### config.mk
export PLATFORM = sky130hd
export DESIGN_NAME = text_console_character_engine_top
export DESIGN_NICKNAME = d
export VERILOG_FILES = /design/src/rtl/core/tcce_pkg.sv /design/src/rtl/core/tcce_step.sv /design/src/rtl/core/tcce_queue.sv /design/src/rtl/core/text_console_character_engine_top.sv
export SDC_FILE = /design/constraint.sdc
export NUM_CORES = 1
export LEC_CHECK = 0
export BUFFER_PORTS_ARGS = -buffer_cell sky130_fd_sc_hd__buf_2
export CAP_MARGIN = 20
export CORE_ASPECT_RATIO = 0.7
export CORE_MARGIN = 2
export CORE_UTILIZATION = 60
export CTS_CLUSTER_SIZE = 20
export DETAILED_ROUTE_END_ITERATION = 10
export MAX_ROUTING_LAYER = met4
export PLACE_DENSITY = 0.89
export SYNTH_ARGS = -nofsm -noshare
export SYNTH_HDL_FRONTEND = slang
export SYNTH_SLANG_ARGS = --single-unit
### constraint.sdc
create_clock -name clock -period 8.6 [get_ports clock]
set_clock_uncertainty 0.05 [all_clocks]
set_input_delay 0.43 -clock clock [delete_from_list [all_inputs] [get_ports clock]]
set_output_delay 0.43 -clock clock [all_outputs]
set_load 0.05 [all_outputs]
### src/rtl/core/tcce_pkg.sv
// Shared types and constants for the text console character engine.
package tcce_pkg;

   localparam int COL_W   = 7;
   localparam int ROW_W   = 5;
   localparam int IDX_W   = 11;
   localparam int ATTR_W  = 8;
   localparam int CHAR_W  = 8;
   localparam int VALUE_W = 16;
   localparam int MAX_RES = 3;
   localparam int CNT_W   = 2;

   localparam logic [ATTR_W-1:0] ATTR_RESET = 8'd7;

   localparam logic [CHAR_W-1:0] CHAR_BACKSPACE = 8'd8;
   localparam logic [CHAR_W-1:0] CHAR_TAB       = 8'd9;
   localparam logic [CHAR_W-1:0] CHAR_NEWLINE   = 8'd10;
   localparam logic [CHAR_W-1:0] CHAR_SPACE     = 8'd32;

   typedef enum logic [1:0] {
      KIND_WRITE  = 2'd0,
      KIND_SCROLL = 2'd1,
      KIND_CLEAR  = 2'd2,
      KIND_CURSOR = 2'd3
   } kind_type;

   typedef enum logic {
      ACTION_PUT   = 1'b0,
      ACTION_CLEAR = 1'b1
   } action_type;

   typedef struct packed {
      kind_type             kind;
      logic [IDX_W-1:0]     cell_index;
      logic [VALUE_W-1:0]   cell_value;
      logic                 last;
   } result_type;

   typedef struct packed {
      logic [CNT_W-1:0]     count;
      result_type [MAX_RES-1:0] res;
   } batch_type;

endpackage

### src/rtl/core/tcce_step.sv
// Combinational handling of one item: new cursor position and its result batch.
module tcce_step
   import tcce_pkg::*;
#(
   parameter int COLUMNS = 80,
   parameter int ROWS    = 25
) (
   input  logic              action,
   input  logic [CHAR_W-1:0] char_code,
   input  logic [ATTR_W-1:0] attr,
   input  logic [COL_W-1:0]  col,
   input  logic [ROW_W-1:0]  row,
   output logic [COL_W-1:0]  col_next,
   output logic [ROW_W-1:0]  row_next,
   output batch_type         batch
);

   localparam int PROD_W = ROW_W + COL_W;

   function automatic logic [IDX_W-1:0] cell_at(input logic [ROW_W-1:0] r,
                                                input logic [COL_W-1:0] c);
      logic [PROD_W-1:0] p;
      p = PROD_W'(r) * PROD_W'(COLUMNS) + PROD_W'(c);
      return p[IDX_W-1:0];
   endfunction

   logic [COL_W:0]   col_inc;
   logic [COL_W:0]   col_tab;
   logic [ROW_W-1:0] row_inc;
   logic [ROW_W-1:0] row_raw;
   logic [ROW_W-1:0] row_fin;
   logic [COL_W-1:0] col_raw;
   logic             tail;
   logic             scroll;
   logic [CNT_W-1:0] pre;
   logic [CNT_W-1:0] n;
   logic [VALUE_W-1:0] fill;
   result_type [MAX_RES-1:0] res;

   assign col_inc = {1'b0, col} + (COL_W+1)'(1);
   assign col_tab = (({1'b0, col} + (COL_W+1)'(7)) & ~(COL_W+1)'(7)) + (COL_W+1)'(1);
   assign row_inc = row + ROW_W'(1);
   assign fill    = {attr, 8'h00};

   always_comb begin
      res     = '0;
      pre     = '0;
      tail    = 1'b0;
      col_raw = col;
      row_raw = row;
      if (action == ACTION_CLEAR) begin
         res[0].kind       = KIND_CLEAR;
         res[0].cell_value = fill;
         col_raw           = '0;
         row_raw           = '0;
      end else begin
         case (char_code)
            CHAR_NEWLINE: begin
               col_raw = '0;
               row_raw = row_inc;
               tail    = 1'b1;
            end
            CHAR_BACKSPACE: begin
               col_raw           = (col == '0) ? '0 : col - COL_W'(1);
               res[0].kind       = KIND_WRITE;
               res[0].cell_index = cell_at(row, col_raw);
               res[0].cell_value = {attr, CHAR_SPACE};
            end
            CHAR_TAB: begin
               tail = 1'b1;
               if (col_tab >= (COL_W+1)'(COLUMNS)) begin
                  col_raw = '0;
                  row_raw = row_inc;
               end else begin
                  col_raw = col_tab[COL_W-1:0];
               end
            end
            default: begin
               tail = 1'b1;
               if (!char_code[CHAR_W-1]) begin
                  res[0].kind       = KIND_WRITE;
                  res[0].cell_index = cell_at(row, col);
                  res[0].cell_value = {attr, char_code};
                  pre               = CNT_W'(1);
               end
               if (col_inc >= (COL_W+1)'(COLUMNS)) begin
                  col_raw = '0;
                  row_raw = row_inc;
               end else begin
                  col_raw = col_inc[COL_W-1:0];
               end
            end
         endcase
      end

      scroll  = tail && (row_raw >= ROW_W'(ROWS));
      row_fin = scroll ? ROW_W'(ROWS - 1) : row_raw;
      n       = CNT_W'(1);
      if (tail) begin
         if (scroll) begin
            res[pre].kind       = KIND_SCROLL;
            res[pre].cell_index = '0;
            res[pre].cell_value = fill;
         end
         n = pre + CNT_W'(scroll);
         res[n].kind       = KIND_CURSOR;
         res[n].cell_index = cell_at(row_fin, col_raw);
         res[n].cell_value = '0;
         n = n + CNT_W'(1);
      end
      for (int i = 0; i < MAX_RES; i++) begin
         res[i].last = (CNT_W'(i) == n - CNT_W'(1));
      end
   end

   assign col_next    = col_raw;
   assign row_next    = row_fin;
   assign batch.count = n;
   assign batch.res   = res;

endmodule

### src/rtl/core/tcce_queue.sv
// Three-entry result register that hands out one result item per cycle while pop is asserted.
module tcce_queue
   import tcce_pkg::*;
(
   input  logic       clock,
   input  logic       reset,
   input  logic       load,
   input  batch_type  batch,
   input  logic       pop,
   output logic       empty,
   output logic       one_left,
   output result_type head
);

   result_type [MAX_RES-1:0] q_ff;
   result_type [MAX_RES-1:0] q_in;
   logic [CNT_W-1:0]         cnt_ff;
   logic [CNT_W-1:0]         cnt_in;

   always_comb begin
      q_in   = q_ff;
      cnt_in = cnt_ff;
      if (load) begin
         q_in   = batch.res;
         cnt_in = batch.count;
      end else if (pop) begin
         for (int i = 0; i < MAX_RES - 1; i++) begin
            q_in[i] = q_ff[i+1];
         end
         cnt_in = cnt_ff - CNT_W'(1);
      end
   end

   always_ff @(posedge clock) begin
      if (reset) begin
         cnt_ff <= '0;
      end else begin
         cnt_ff <= cnt_in;
      end
      q_ff <= q_in;
   end

   assign empty    = (cnt_ff == '0);
   assign one_left = (cnt_ff == CNT_W'(1));
   assign head     = q_ff[0];

endmodule

### src/rtl/core/text_console_character_engine_top.sv
// Top level of the text console character engine.
// Each accepted item is decoded in the cycle it arrives and its one to three results
// (cell write, scroll, cursor update, or a single clear) are loaded into a three-entry
// result register that drives the result channel, one result per cycle while the receiver
// is ready. An item therefore occupies the block until all of its results are taken, and
// the next item is accepted in the same cycle that the last result of the previous one
// is taken. The attribute register may be written at any time the block is idle.
module text_console_character_engine_top
   import tcce_pkg::*;
#(
   parameter int COLUMNS = 80,
   parameter int ROWS    = 25
) (
   input  logic                 clock,
   input  logic                 reset,
   input  logic                 req_valid,
   output logic                 req_ready,
   input  logic                 req_action,
   input  logic [CHAR_W-1:0]    req_char_code,
   output logic                 rsp_valid,
   input  logic                 rsp_ready,
   output logic [1:0]           rsp_kind,
   output logic [IDX_W-1:0]     rsp_cell_index,
   output logic [VALUE_W-1:0]   rsp_cell_value,
   output logic                 rsp_last,
   input  logic                 csr_valid,
   output logic                 csr_ready,
   input  logic [ATTR_W-1:0]    csr_text_attribute
);

   logic [ATTR_W-1:0] attr_ff;
   logic [ATTR_W-1:0] attr_in;
   logic [COL_W-1:0]  col_ff;
   logic [COL_W-1:0]  col_in;
   logic [ROW_W-1:0]  row_ff;
   logic [ROW_W-1:0]  row_in;
   logic [COL_W-1:0]  col_next;
   logic [ROW_W-1:0]  row_next;
   batch_type         batch;
   result_type        head;
   logic              empty;
   logic              one_left;
   logic              accept;
   logic              pop;

   tcce_step #(
      .COLUMNS (COLUMNS),
      .ROWS    (ROWS)
   ) u_step (
      .action    (req_action),
      .char_code (req_char_code),
      .attr      (attr_ff),
      .col       (col_ff),
      .row       (row_ff),
      .col_next  (col_next),
      .row_next  (row_next),
      .batch     (batch)
   );

   tcce_queue u_queue (
      .clock    (clock),
      .reset    (reset),
      .load     (accept),
      .batch    (batch),
      .pop      (pop),
      .empty    (empty),
      .one_left (one_left),
      .head     (head)
   );

   assign rsp_valid = !empty;
   assign pop       = rsp_valid && rsp_ready;
   assign req_ready = !reset && (empty || (one_left && rsp_ready));
   assign accept    = req_valid && req_ready;
   assign csr_ready = !reset;

   assign attr_in = (csr_valid && csr_ready) ? csr_text_attribute : attr_ff;
   assign col_in  = accept ? col_next : col_ff;
   assign row_in  = accept ? row_next : row_ff;

   always_ff @(posedge clock) begin
      if (reset) begin
         attr_ff <= ATTR_RESET;
         col_ff  <= '0;
         row_ff  <= '0;
      end else begin
         attr_ff <= attr_in;
         col_ff  <= col_in;
         row_ff  <= row_in;
      end
   end

   assign rsp_kind       = head.kind;
   assign rsp_cell_index = head.cell_index;
   assign rsp_cell_value = head.cell_value;
   assign rsp_last       = head.last;

endmodule

# After elaboration in Yosys (flattened, before gate mapping)
# Cells that the tools add are included.
# W data, S select, Z words.
[totals]
in_bits = 22
output_inout_bits = 33
reg_bits = 112
[classes]
n_mul = 2
eq_ne = 6
n_lt_le_gt_ge = 7
n_reduce_logical = 17
muxes = 46
addsub = 12
[op_table]
columns = ["cell", "count"]
rows = [
  ["$bwmux W90", 6],
  ["$demux W30 S2", 6],
  ["$mux W60", 3],
  ["$mux W90", 2],
  ["$mux W30", 2],
  ["$pmux W29 S2", 1],
  ["$mux W28", 2],
  ["$mux W17", 2],
  ["$add A11 B7 Y11", 3],
  ["$mux W7", 4],
  ["$mux W27", 1],
  ["$eq A8 B4 Y1 const B", 3],
  ["$pmux W7 S3", 1],
  ["$mux W5", 4],
  ["$ge A8 B7 Y1 const B", 2],
  ["$mux W16", 1],
  ["$pmux W5 S3", 1],
  ["$mul A5 B3 Y7 const B", 2],
  ["$mux W2", 6],
  ["$mux W11", 1],
  ["$add A7 B1 Y8 const B", 1],
  ["$add A7 B3 Y8 const B", 1],
  ["$add A8 B1 Y8 const B", 1],
  ["$logic_and A1 B1 Y1", 8],
  ["other kinds (19)", 26],
]

# Logic depth before layout (Yosys ltp)
[depth]
word_depth = 18
ltp_mapped = 24
ltp_nobuf = 22

# By module
# A second synthesis with hierarchy kept.
[unflattened]
cells_unflattened = 668
area_unflattened_um2 = 7249.5
[modules_own_cells]
columns = ["module", "n_inst", "area_per_inst_um2", "cells_each"]
rows = [
  ["tcce_queue", 1, 3814.9, 202],
  ["tcce_step", 1, 2595.0, 396],
  ["text_console_character_engine_top", 1, 839.6, 70],
]

# Least setup slack after synthesis
# No wires, ideal clock.
[synth_path]
kind = "input to register"
startpoint = "input req_char_code[4]"
endpoint = "register u_queue.q_ff, in the netlist u_queue.head[27] (data pin)"
cell_stages = 22
path_buffers = 2
arrival_ns = 5.283
required_time_ns = 8.289
slack_ns = 3.006
path_cell_list = "or4b_1 or2_2 clkbuf_1 a311oi_1 a21oi_1 mux2i_1 and3_4 or4_4 buf_6 nor2_2 nor2_1 ha_1 ha_1 inv_1 fa_1 or2_2 nor3_1 a21oi_1 nor2_1 a221oi_1 xnor2_1 a221o_1"
[synth_lines]
columns = ["element", "line_no", "rtl"]
rows = [
  ["start, declared", "text_console_character_engine_top.sv:19", "input logic [CHAR_W-1:0] req_char_code,"],
  ["end signal, assigned", "tcce_queue.sv:40", "q_ff <= q_in;"],
  ["end, declared", "tcce_queue.sv:15", "result_type [MAX_RES-1:0] q_ff;"],
]

==> flow_metrics.py <==
metrics = {
    "status": {
        "outcome": "finished clean",
    },
    "sta": {
        "fin_crit_sh_pct": 72.4,
        "finalCriticalPeriod_ps": 6230,
        "total_negative_setup_slacks_ps": 0,
        "worst_pin_slew_ps": 1040,
        "max-slew-margin-rel_pct": 30.5,
        "fmaxAchievable_ghz": 0.161,
        "total_setup_violations_reported_at_the_end_of_the_flow": 0,
        "maxSlewViolCount": 0,
        "grt_setup_unrepaired": "false",
        "timing.final.hold_violations": 0,
        "hold_slack_ps": 263,
    },
    "critical_path": {
        "cp_slowest_cell": "sky130_fd_sc_hd__nor3b_1",
        "timing.critical_path.cells": "ha_1 -> and3_1 -> a311oi_1 -> nor3b_1 -> a21oi_1 -> mux2i_1 -> and3_4 -> or4_4 -> nor2_2 -> nor2_1 -> ha_1 -> ha_1 -> inv_1 -> fa_1 -> or2_2 -> nor3_1 -> a21oi_1 -> nor2_1 -> a221oi_1 -> xnor2_1 -> a221o_1",
        "cp_data_arrival_time_ps": 6270,
        "timing_worst_setup_path_type": "register to register",
        "path_delay_family": "simple AND/OR/NAND/NOR gates",
        "critical-path-top-cell-by-count": "sky130_fd_sc_hd__ha_1",
        "cp_data_required_time_ps": 8640,
        "end_kind": "register",
        "critical_path_depth": 21,
        "critical-path-max-stage-delay_ps": 780,
        "reg2reg_depth": 21,
        "critPathBufInv": 1,
        "worstSetupStartpointType": "register",
        "largest_fanout_on_the_critical_path": 9,
    },
    "logic_synthesis": {
        "yosys_most_used_dff": "sky130_fd_sc_hd__edfxtp_1",
        "yosysWarningCount": 0,
        "syn-num-nets": 645,
        "synthesis.area_mm2": 0.00563,
        "synth_largest_type_area_fraction_pct": 34.1,
        "post_synth_top_area_cell": "sky130_fd_sc_hd__edfxtp_1",
        "netlist_top_cells_area": "sky130_fd_sc_hd__edfxtp_1 (34%), sky130_fd_sc_hd__dfxtp_1 (7.8%), sky130_fd_sc_hd__ha_1 (6.2%)",
        "yosysSeqAreaShare_pct": 41.9,
        "synth.avg_cell_area_um2": 9.55,
        "yosys_register_bits": 86,
        "synth.distinct_cells": 64,
        "synthArstFlopShare_pct": 0,
        "netlist_instances": 590,
        "synth_enable_flop_cells": 64,
    },
    "routing": {
        "antenna_violating_nets_left": 0,
        "num_vias": 4583,
        "detailedRoute.firstIterationViolations": 501,
        "drt-total-wl_um": 13700,
        "via_per_inst": 6.34,
        "route.detailed.drc": 0,
        "first_pass_drt_iterations": 5,
        "routed_wire_length_per_instance_um": 19.0,
    },
    "power_and_ir_drop": {
        "power.share.switching_pct": 32.1,
        "power.leakage_nw": 2.57,
        "power_mw": 1.24,
        "p_clk_share_pct": 34.7,
        "power.density_cell_area_mw_per_mm2": 204,
        "cellInternalPower_mw": 0.838,
        "pwr-share-comb_pct": 22.3,
        "share_seq_of_total_power_pct": 43.1,
        "switchingPower_mw": 0.397,
        "power.ir.vdd_worst_mv": 0.154,
    },
    "placement": {
        "numPortBuffers": 53,
        "detailed_place_hpwl_um": 9600,
        "place_inst": 706,
        "placer_congestion": 0.938,
    },
    "cells_and_area": {
        "layout-drive-gt1-share_pct": 15.5,
        "most-common-layout-cells": "sky130_fd_sc_hd__edfxtp_1 (64), sky130_fd_sc_hd__nand2_1 (56), sky130_fd_sc_hd__nor2_1 (53), sky130_fd_sc_hd__buf_2 (53), sky130_fd_sc_hd__o21ai_0 (34)",
        "register_area_mm2": 0.00236,
        "multi_input_area_mm2": 0.00280,
        "flow.area_growth_from_synthesis_pct": 7.38,
        "leading_cell_type_in_the_layout_fill_and_taps_excluded": "sky130_fd_sc_hd__edfxtp_1",
        "layout.cells.non_filler": 723,
        "insertedDiodeCount": 0,
        "layout.filler_cells": 680,
        "finish.net_count": 649,
    },
    "floorplanning": {
        "rows": 29,
        "dieArea_mm2": 0.0102,
        "die_x_um": 120,
        "floorplan.die.height_um": 85.1,
        "core_area_mm2": 0.00911,
        "top_level_pins": 55,
        "initial_core_util_pct": 61.8,
    },
    "cts": {
        "ctsRootBufferMaster": "sky130_fd_sc_hd__clkbuf_16",
        "cts.repair.resized": 0,
        "cts.htree.levels": 3,
        "ctsHoldBuffers": 0,
        "clkTransAtPathRegs_ps": 70,
        "cts_setup_buffers": 0,
        "cts.sink_count": 86,
        "tritoncts": "done",
        "cts_buffers": 9,
        "cts-root-to-sink-buffers": 2,
        "clk-insertion-delay-late_ps": 350,
    },
    "global_routing": {
        "wire_length_of_the_first_global_routing_pass_um": 21500,
        "grt_max_degree": 62,
        "antenna_violations_before_repair": 0,
        "grt-ovfl-total": 0,
        "via_count_of_the_first_global_routing_pass": 4155,
        "track_usage_pct": 28.4,
    },
    "job": {
        "drv.max_cap_violation_count": 0,
    },
    "min_path": {
        "worst_hold_path.num_cells": 3,
        "worst_hold_path_type": "input port to register",
    },
}
-- worst register-to-register path: cells and delay by family, from the launching register on --
family                     cells  cell delay, ps
muxes                          1             260
xor gates and xnor gates       1             170
and+or+nand+nor                9            2860
DFF                            1             490
AOI/OAI and AO/OA              5             810
buffers and inverters          1              70
adders and majority gates      4            1280
-- state kept, by name, summed over array words and instances, names as in the netlist --
signal          flops
attr_ff             8
u_queue.cnt_ff      2
u_queue.q_ff       35
row_ff              5
u_queue.head       29
col_ff              7
-- cell families (layout without fill, tap and decap cells) --
group / count (synthesis) / after routing / synth area share (%)
xor+xnor: 22 / 22 / 3.42
other cells: 1 / 1 / 0.0666
buf+inv: 90 / 99 / 8.38
compound gates: 119 / 119 / 13.9
simple gates: 215 / 215 / 20.0
fa+ha+maj: 33 / 33 / 8.00
mux: 24 / 24 / 4.29
flops: 86 / 86 / 41.9
-- synthesized netlist by cell type, drive strengths merged (3+ instances only) --
| cell | count |
|---|---|
| edfxtp | 64 |
| nand2 | 57 |
| nor2 | 54 |
| buf | 34 |
| o21ai | 34 |
| clkbuf | 29 |
| ha | 28 |
| inv | 27 |
| a21oi | 25 |
| mux2i | 23 |
| nor3 | 23 |
| dfxtp | 22 |
| and2 | 17 |
| xnor2 | 14 |
| nand3 | 13 |
| and3 | 8 |
| nand2b | 8 |
| xor2 | 8 |
| a21o | 7 |
| nor2b | 7 |
| a221o | 6 |
| a22o | 6 |
| fa | 5 |
| nand4 | 5 |
| o31ai | 5 |
| or3 | 5 |
| or4 | 5 |
| a221oi | 4 |
| a22oi | 4 |
| a31oi | 4 |
| o22ai | 4 |
| or2 | 4 |
| a211oi | 3 |
| a311oi | 3 |
-- worst paths after layout --
| check | startpoint | endpoint | slack [ps] |
|---|---|---|---|
| worst min-delay path | csr_text_attribute[2] | attr_ff[2]$_SDFFE_PP1P_ | 260 |
| worst min register to register | u_queue.q_ff[48]$_DFFE_PP_ | u_queue.head[18]$_DFFE_PP_ | 480 |
| worst max-delay path | col_ff[0]$_SDFFE_PP0P_ | u_queue.head[27]$_DFFE_PP_ | 2370 |
| worst max register to register | col_ff[0]$_SDFFE_PP0P_ | u_queue.head[27]$_DFFE_PP_ | 2370 |
-- power by group through the flow --
stage                     combinational (mW)  sequential, mW  clock (mW)
after floorplan                        0.237           0.539           0
after global placement                 0.260           0.539           0
after detailed placement               0.266           0.542           0
after CTS                              0.268           0.534       0.431
after global routing                   0.293           0.536       0.446
final                                  0.275           0.532       0.428
-- cell type report --
type | count | area share, %
multi-input cells | 414 | 46.3
clock buffers | 9 | 3.72
well taps | 124 | 2.57
clock inverters | 7 | 1.70
repair buffers | 56 | 4.97
flip-flops and latches | 86 | 39.1
inverters | 27 | 1.68
-- routing by layer --
metal	wire [um]	share of wire [%]	vias up	GRT usage [%]
met3	1680	12	34	7.33
met5	0	0	-	-
li1	-	-	2106	-
met4	327	2.4	0	9.20
met2	5850	43	298	39.8
met1	5860	43	2145	40.2
-- metrics by stage --
stage | instance area, um^2 | setup slack [ps] | util, %
detailed placement | 5700 | 2490 | 62.6
floorplan | 5630 | 3010 | -
global placement | 5700 | 2710 | 62.6
CTS | 6030 | 2480 | 66.2
global route | 6050 | 1960 | 66.4
finish | 6050 | 2370 | 66.4
Power figures use the tool's default switching activity.
